**config.mk**
```make
export PLATFORM = sky130hd
export DESIGN_NAME = debounced_edge_counter_top
export DESIGN_NICKNAME = d
export VERILOG_FILES = /design/src/hdl/dec_pkg.sv /design/src/hdl/dec_core.sv /design/src/hdl/debounced_edge_counter_top.sv
export SDC_FILE = /design/constraint.sdc
export NUM_CORES = 1
export LEC_CHECK = 0
export BUFFER_PORTS_ARGS = -buffer_cell sky130_fd_sc_hd__buf_2
export CORE_MARGIN = 5
export CORE_UTILIZATION = 30
export DETAILED_ROUTE_END_ITERATION = 6
export PLACE_DENSITY = 0.47
export SLEW_MARGIN = 20
export SYNTH_ARGS = -nofsm -noshare
export SYNTH_HDL_FRONTEND = slang
export SYNTH_HIERARCHICAL = 1
export SYNTH_SLANG_ARGS = --single-unit
```
**constraint.sdc**
```tcl
create_clock -name clk -period 4 [get_ports clk]
set_input_delay 0.6 -clock clk [delete_from_list [all_inputs] [get_ports clk]]
set_output_delay 0.6 -clock clk [all_outputs]
set_load 0.01 [all_outputs]
```
**src/hdl/dec_pkg.sv**
```systemverilog
// Package for the debounced edge counter.
// Holds the shared result type, register indexes and reset values; no dependencies.
package dec_pkg;

  // Width of the reported count fields.
  localparam int unsigned OUT_W       = 16;
  // Configuration register widths.
  localparam int unsigned FILT_W      = 4;
  localparam int unsigned CLIM_W      = 16;
  localparam int unsigned CFG_DATA_W  = 16;
  localparam int unsigned CFG_IDX_W   = 2;

  // Configuration register indexes.
  localparam logic [CFG_IDX_W-1:0] REG_FILTER_LIMIT = 2'd0;
  localparam logic [CFG_IDX_W-1:0] REG_COUNT_LIMIT  = 2'd1;

  // Configuration reset values.
  localparam logic [FILT_W-1:0] FILTER_LIMIT_RST = 4'd5;
  localparam logic [CLIM_W-1:0] COUNT_LIMIT_RST  = 16'd64999;

  // One result item as seen at the output port.
  typedef struct packed {
    logic [OUT_W-1:0] running_count;
    logic [OUT_W-1:0] gated_count;
    logic [OUT_W-1:0] total_count;
    logic             clean_level;
  } dec_result_t;

endpackage

```
**src/hdl/dec_core.sv**
```systemverilog
// State and update logic of the debounced edge counter: integrator, debounced
// level, running, latched and total counts. Depends on dec_pkg.
module dec_core #(
  parameter int unsigned COUNT_WIDTH = 16
) (
  input  logic                         clk,
  input  logic                         rst_n,
  input  logic                         step_en,
  input  logic                         pin_level,
  input  logic                         gate_tick,
  input  logic                         clear_totals,
  input  logic [dec_pkg::FILT_W-1:0]   filter_limit,
  input  logic [dec_pkg::CLIM_W-1:0]   count_limit,
  output dec_pkg::dec_result_t         result_nxt
);
  import dec_pkg::*;

  // Width that holds both a count and the count limit.
  localparam int unsigned EXT_W = (COUNT_WIDTH > OUT_W) ? COUNT_WIDTH : OUT_W;

  logic [COUNT_WIDTH-1:0] edge_tally_r,    edge_tally_nxt;
  logic [COUNT_WIDTH-1:0] latched_tally_r, latched_tally_nxt;
  logic [COUNT_WIDTH-1:0] grand_total_r,   grand_total_nxt;
  logic [FILT_W-1:0]      integrator_r,    integrator_nxt;
  logic                   level_r,         level_nxt;

  logic [COUNT_WIDTH-1:0] tally_gated;
  logic [COUNT_WIDTH-1:0] total_cleared;
  logic                   edge_seen;
  logic                   below_limit;
  logic [EXT_W-1:0]       tally_ext;
  logic [EXT_W-1:0]       limit_ext;
  logic [EXT_W-1:0]       run_ext;
  logic [EXT_W-1:0]       lat_ext;
  logic [EXT_W-1:0]       tot_ext;

  // Clear first, then the gate latches and accumulates the running count.
  always_comb begin
    total_cleared     = clear_totals ? '0 : grand_total_r;
    latched_tally_nxt = clear_totals ? '0 : latched_tally_r;
    grand_total_nxt   = total_cleared;
    tally_gated       = edge_tally_r;
    if (gate_tick) begin
      latched_tally_nxt = edge_tally_r;
      grand_total_nxt   = total_cleared + edge_tally_r;
      tally_gated       = '0;
    end
  end

  // Integrator: low samples count up to the filter limit, high samples down to zero.
  always_comb begin
    integrator_nxt = integrator_r;
    level_nxt      = level_r;
    edge_seen      = 1'b0;
    if (!pin_level) begin
      if (integrator_r < filter_limit) begin
        integrator_nxt = integrator_r + FILT_W'(1);
      end else if (level_r) begin
        edge_seen = 1'b1;
        level_nxt = 1'b0;
      end
    end else begin
      if (integrator_r != '0) begin
        integrator_nxt = integrator_r - FILT_W'(1);
      end else if (!level_r) begin
        edge_seen = 1'b1;
        level_nxt = 1'b1;
      end
    end
  end

  // Running count saturates at the count limit.
  assign tally_ext   = EXT_W'(tally_gated);
  assign limit_ext   = EXT_W'(count_limit);
  assign below_limit = tally_ext < limit_ext;
  assign edge_tally_nxt = (edge_seen && below_limit) ? tally_gated + COUNT_WIDTH'(1)
                                                     : tally_gated;

  // Result is the state after this update, reported in its low bits.
  assign run_ext = EXT_W'(edge_tally_nxt);
  assign lat_ext = EXT_W'(latched_tally_nxt);
  assign tot_ext = EXT_W'(grand_total_nxt);
  always_comb begin
    result_nxt.running_count = run_ext[OUT_W-1:0];
    result_nxt.gated_count   = lat_ext[OUT_W-1:0];
    result_nxt.total_count   = tot_ext[OUT_W-1:0];
    result_nxt.clean_level   = level_nxt;
  end

  // State registers advance once per accepted request.
  always_ff @(posedge clk) begin
    if (!rst_n) begin
      edge_tally_r    <= '0;
      latched_tally_r <= '0;
      grand_total_r   <= '0;
      integrator_r    <= '0;
      level_r         <= 1'b0;
    end else if (step_en) begin
      edge_tally_r    <= edge_tally_nxt;
      latched_tally_r <= latched_tally_nxt;
      grand_total_r   <= grand_total_nxt;
      integrator_r    <= integrator_nxt;
      level_r         <= level_nxt;
    end
  end

endmodule

```
**src/hdl/debounced_edge_counter_top.sv**
```systemverilog
// Debounced edge counter, top level: handshake, configuration registers and
// result register around dec_core. Depends on dec_pkg and dec_core.
// A result is registered and valid in the cycle after its request is accepted.
// Throughput: one request per cycle unless the single result register is stalled.
// Reset (synchronous, rst_n low): counts, integrator and level clear, filter limit 5,
// count limit 64999, no result pending.
module debounced_edge_counter_top #(
  parameter int unsigned COUNT_WIDTH = 16
) (
  input  logic                             clk,
  input  logic                             rst_n,
  // Request channel.
  input  logic                             in_valid,
  output logic                             in_stall,
  input  logic                             in_pin_level,
  input  logic                             in_gate_tick,
  input  logic                             in_clear_totals,
  // Result channel.
  output logic                             out_valid,
  input  logic                             out_stall,
  output logic [dec_pkg::OUT_W-1:0]        out_running_count,
  output logic [dec_pkg::OUT_W-1:0]        out_gated_count,
  output logic [dec_pkg::OUT_W-1:0]        out_total_count,
  output logic                             out_clean_level,
  // Configuration write port.
  input  logic                             cfg_wr_en,
  input  logic [dec_pkg::CFG_IDX_W-1:0]    cfg_index,
  input  logic [dec_pkg::CFG_DATA_W-1:0]   cfg_wdata
);
  import dec_pkg::*;

  logic [FILT_W-1:0] filter_limit_r;
  logic [CLIM_W-1:0] count_limit_r;
  logic              out_valid_r;
  dec_result_t       result_r;
  dec_result_t       result_nxt;
  logic              in_accept;

  // Take a request whenever the result register is empty or being drained.
  assign in_stall  = out_valid_r && out_stall;
  assign in_accept = in_valid && !in_stall;

  // Configuration registers; unknown indexes are ignored.
  always_ff @(posedge clk) begin
    if (!rst_n) begin
      filter_limit_r <= FILTER_LIMIT_RST;
      count_limit_r  <= COUNT_LIMIT_RST;
    end else if (cfg_wr_en) begin
      unique case (cfg_index)
        REG_FILTER_LIMIT: filter_limit_r <= cfg_wdata[FILT_W-1:0];
        REG_COUNT_LIMIT:  count_limit_r  <= cfg_wdata[CLIM_W-1:0];
        default:          ;
      endcase
    end
  end

  dec_core #(
    .COUNT_WIDTH(COUNT_WIDTH)
  ) u_core (
    .clk          (clk),
    .rst_n        (rst_n),
    .step_en      (in_accept),
    .pin_level    (in_pin_level),
    .gate_tick    (in_gate_tick),
    .clear_totals (in_clear_totals),
    .filter_limit (filter_limit_r),
    .count_limit  (count_limit_r),
    .result_nxt   (result_nxt)
  );

  // Result valid flag.
  always_ff @(posedge clk) begin
    if (!rst_n) begin
      out_valid_r <= 1'b0;
    end else if (in_accept) begin
      out_valid_r <= 1'b1;
    end else if (!out_stall) begin
      out_valid_r <= 1'b0;
    end
  end

  // Result payload, loaded with each accepted request.
  always_ff @(posedge clk) begin
    if (in_accept) begin
      result_r <= result_nxt;
    end
  end

  assign out_valid         = out_valid_r;
  assign out_running_count = result_r.running_count;
  assign out_gated_count   = result_r.gated_count;
  assign out_total_count   = result_r.total_count;
  assign out_clean_level   = result_r.clean_level;

endmodule

```
==> impl_metrics.csv <==
group,metric,value,unit
status,outcome,"completed",
hold_path,hold_path_class,"primary input to register",
cts,cts_resized,0,
synth,synth-adder-area-share,0.0726,
sta,post-route-period-util,0.853,
synth,synth.mux.area_fraction,0.0285,
floorplan,die_area,25000,sq um
synth,synth_cells,715,
cts,cts_tree,"done",
synth,ys_ff_latch,123,
cts,cts.sinks,123,
sta,fmax,293,MHz
synth,syn_nets,778,
global_routing,grt_pass1_vias,5290,
finish,n_antenna_cell,0,
routing,ant_nets,0,
synth,synth_cell_type_count,68,
synth,synth_compound_area_frac,0.164,
global_routing,grt_max_degree,72,
critical_path,critical_path.cell_chain,"buf_2 > inv_1 > buf_4 > nand2_1 > inv_1 > ha_1 > a21oi_1 > o21ai_0 > a221o_1 > a2111o_1 > or2_1 > or4_1 > a31oi_1",
critical_path,arrival,3750,ps
synth,synth_top_family_by_area,"simple AND/OR/NAND/NOR gates",
sta,setup_viol,0,
sta,hold_violations,0,
global_routing,grt_overflow,0,
power_and_ir_drop,p_leak,3.53,nW
synth,ys.flop_type,"dfxtp_1",
synth,syn_area_per_cell,9.21,sq um
placed_design,dpl.hpwl,12300,microns
synth,ys_seq_area_frac,0.448,
global_routing,grtUsageTotal,0.145,
floorplan,die_w,158,microns
finish,fin_nets,851,
cts,cts.path.max_buffers,2,
finish,final_layout_size_suffix_gt1_frac,0.182,
floorplan,ioPinCount,77,
floorplan,core,21700,sq um
sta,maxSlewHeadroom,0.437,
synth,synth_edf_count,49,
placed_design,portBuffers,76,
critical_path,path_buf_inv,4,
cts,cts_max_level,4,
critical_path,crit_family,"compound AO/OA/AOI/OAI gates",
flow_run,maxCapViolCount,0,
floorplan,row_count,54,
floorplan,start_util,0.304,
sta,timing.final.crit_period,3410,ps
power_and_ir_drop,ir_drop,0.288,mV
critical_path,crit_fanout,16,
finish,fin_cells,1081,
cts,cts_buffers,17,
cts,clk_latency,420,ps
synth,synth.top_cell.area_share,0.225,
placed_design,gp_congestion,0.775,
routing,drt_pass1_iterations,5,
floorplan,die_h,158,microns
cts,clk_pin_slew_worst_paths,60,ps
synth,synth_area,6590,sq um
critical_path,worstPathRequired,4340,ps
sta,grt_setup_unrepaired,"no",
power_and_ir_drop,powerDensity,427,nW/um^2
synth,synth-xor-area-share,0.0346,
critical_path,cp_slowest_stage_delay,570,ps
critical_path,cp_common_cell,"inv_1",
sta,setup_tns,0,ps
cts,root_buffer,"clkbuf_16",
cts,post_cts_buffers,0,
synth,synth.area.top_cells,"dfxtp_1 22%, edfxtp_1 22%, nand2_1 6.7%, ha_1 6.6%, a21oi_1 3.3%",
critical_path,crit_path_top_delay_cell,"or4_1",
synth,yosysTopAreaCell,"dfxtp_1",
placed_design,placed_cells,1049,
synth,ys_top_cells_by_count,"117 x nand2_1, 74 x dfxtp_1, 49 x edfxtp_1",
sta,drv_slew,0,
routing,drc,0,
sta,tightest_slew,844,ps
critical_path,worst_setup_path_start_kind,"primary input",
routing,wl_per_cell,16.3,microns
synth,ys_warn_count,6,
cts,cts-hold-fix-buffers,0,
critical_path,end_kind,"register",
sta,fin_skew,11.1,ps
routing,drtIter0Drc,341,
synth,yosys.cell_count.top_type,"nand2_1",
routing,routed_wl,17600,microns
routing,vias_per_cell,4.97,
finish,num-fill-cells,2283,
synth,ys_async_sr_fraction,0,
finish,syn2layout_area_growth,20.3,%
synth,synth-simple-area-share,0.195,
global_routing,grt_first_pass_wirelength,28200,microns
global_routing,antenna_found_initial,0,
routing,num_vias,5374,
critical_path,path_class,"primary input to register",
==> layout by cell type, fill, tap and decap left out, types with 4 or more instances in the layout <==
master | netlist | routed
a21o_1 | 12 | 12
a21oi_1 | 44 | 44
a22o_1 | 5 | 5
a31o_2 | 4 | 4
a31oi_1 | 8 | 8
and2_1 | 5 | 5
and3_1 | 8 | 8
buf_2 | 4 | 76
buf_4 | 2 | 21
bufinv_16 | 0 | 4
clkbuf_16 | 0 | 17
dfxtp_1 | 74 | 74
edfxtp_1 | 49 | 49
ha_1 | 35 | 35
inv_1 | 45 | 45
mux2_2 | 6 | 6
mux2i_1 | 12 | 12
nand2_1 | 117 | 117
nand2b_1 | 5 | 5
nand3_1 | 14 | 14
nand4_1 | 11 | 11
nand4b_1 | 11 | 11
nor2_1 | 29 | 29
nor2b_1 | 33 | 32
nor3_1 | 6 | 6
o211ai_1 | 14 | 14
o21a_1 | 5 | 5
o21ai_0 | 30 | 30
o22ai_1 | 4 | 4
o31a_1 | 5 | 5
or2_2 | 4 | 4
xnor2_1 | 16 | 16
xor2_1 | 10 | 10
==> worst register-to-register path, stage by stage (launching register included) <==
cell,delay (ps)
dfxtp_1,480
nor2b_1,270
ha_1,290
and3_1,200
a22o_1,230
o31a_1,240
a2111o_1,450
or2_1,440
or4_1,570
a31oi_1,160
==> power by group <==
part / leakage (nW) / switching, mW / internal [mW] / total (mW)
sequential: 1.09 / 0.0289 / 1.36 / 1.39
combinational: 2.13 / 0.214 / 0.116 / 0.331
clock: 0.305 / 0.599 / 1.06 / 1.66
==> registers in the layout (all words and copies together) (netlist names) <==
name                    cells
u_core/integrator_r         4
u_core/level_r              1
out_clean_level             1
count_limit_r              16
u_core/grand_total_r       16
u_core/edge_tally_r        16
out_running_count          16
out_gated_count            16
u_core/latched_tally_r     16
out_total_count            16
filter_limit_r              4
out_valid                   1
==> stage by stage <==
step / utilization / setup WS [ps] / hold WS, ps / power [mW] / area, sq um
2_1_floorplan: - / 71.7 / 435 / 1.64 / 6590
3_3_place_gp: 0.336 / 271 / 445 / 1.75 / 7290
3_5_place_dp: 0.336 / 209 / 454 / 1.75 / 7290
4_1_cts: 0.365 / 609 / 387 / 3.43 / 7920
5_1_grt: 0.365 / 392 / 395 / 3.53 / 7920
6_report: 0.365 / 588 / 405 / 3.38 / 7920
==> per-layer routing <==
| layer | up-vias | global-route usage | routed length, microns |
|---|---|---|---|
| met2 | 127 | 0.223 | 7750 |
| met5 | - | 0 | 0 |
| met3 | 28 | 0.0262 | 738 |
| li1 | 2692 | - | - |
| met1 | 2527 | 0.204 | 8740 |
| met4 | 0 | 0.0512 | 349 |
==> logic make-up (layout without fill, tap and decap cells) <==
kind of cell,after synthesis,in the layout
adders and majority gates,37,37
AOI/OAI and AO/OA,161,161
xor gates and xnor gates,26,26
muxes,18,18
buffers and inverters,90,176
DFF,123,123
and+or+nand+nor,260,260
==> path summary, 6_finish.rpt <==
path / slack (ps) / end / from / cells past startpoint
min: 400 / out_valid / in_valid / 2
min reg2reg: 460 / u_core/grand_total_r[0] / u_core/grand_total_r[0] / 2
max: 590 / u_core/edge_tally_r[11] / in_gate_tick / 13
max reg2reg: 590 / u_core/edge_tally_r[11] / u_core/edge_tally_r[6] / 9
==> area by class of cell <==
| class | instances | area [sq um] | area share |
|---|---|---|---|
| Multi-Input combinational cell | 502 | 3270 | 0.413 |
| Sequential cell | 123 | 2950 | 0.373 |
| Timing Repair Buffer | 97 | 538 | 0.0679 |
| Clock buffer | 18 | 439 | 0.0555 |
| Tap cell | 280 | 350 | 0.0442 |
| Clock inverter | 14 | 193 | 0.0243 |
| Inverter | 47 | 176 | 0.0223 |
Power figures use the tool's default switching activity.
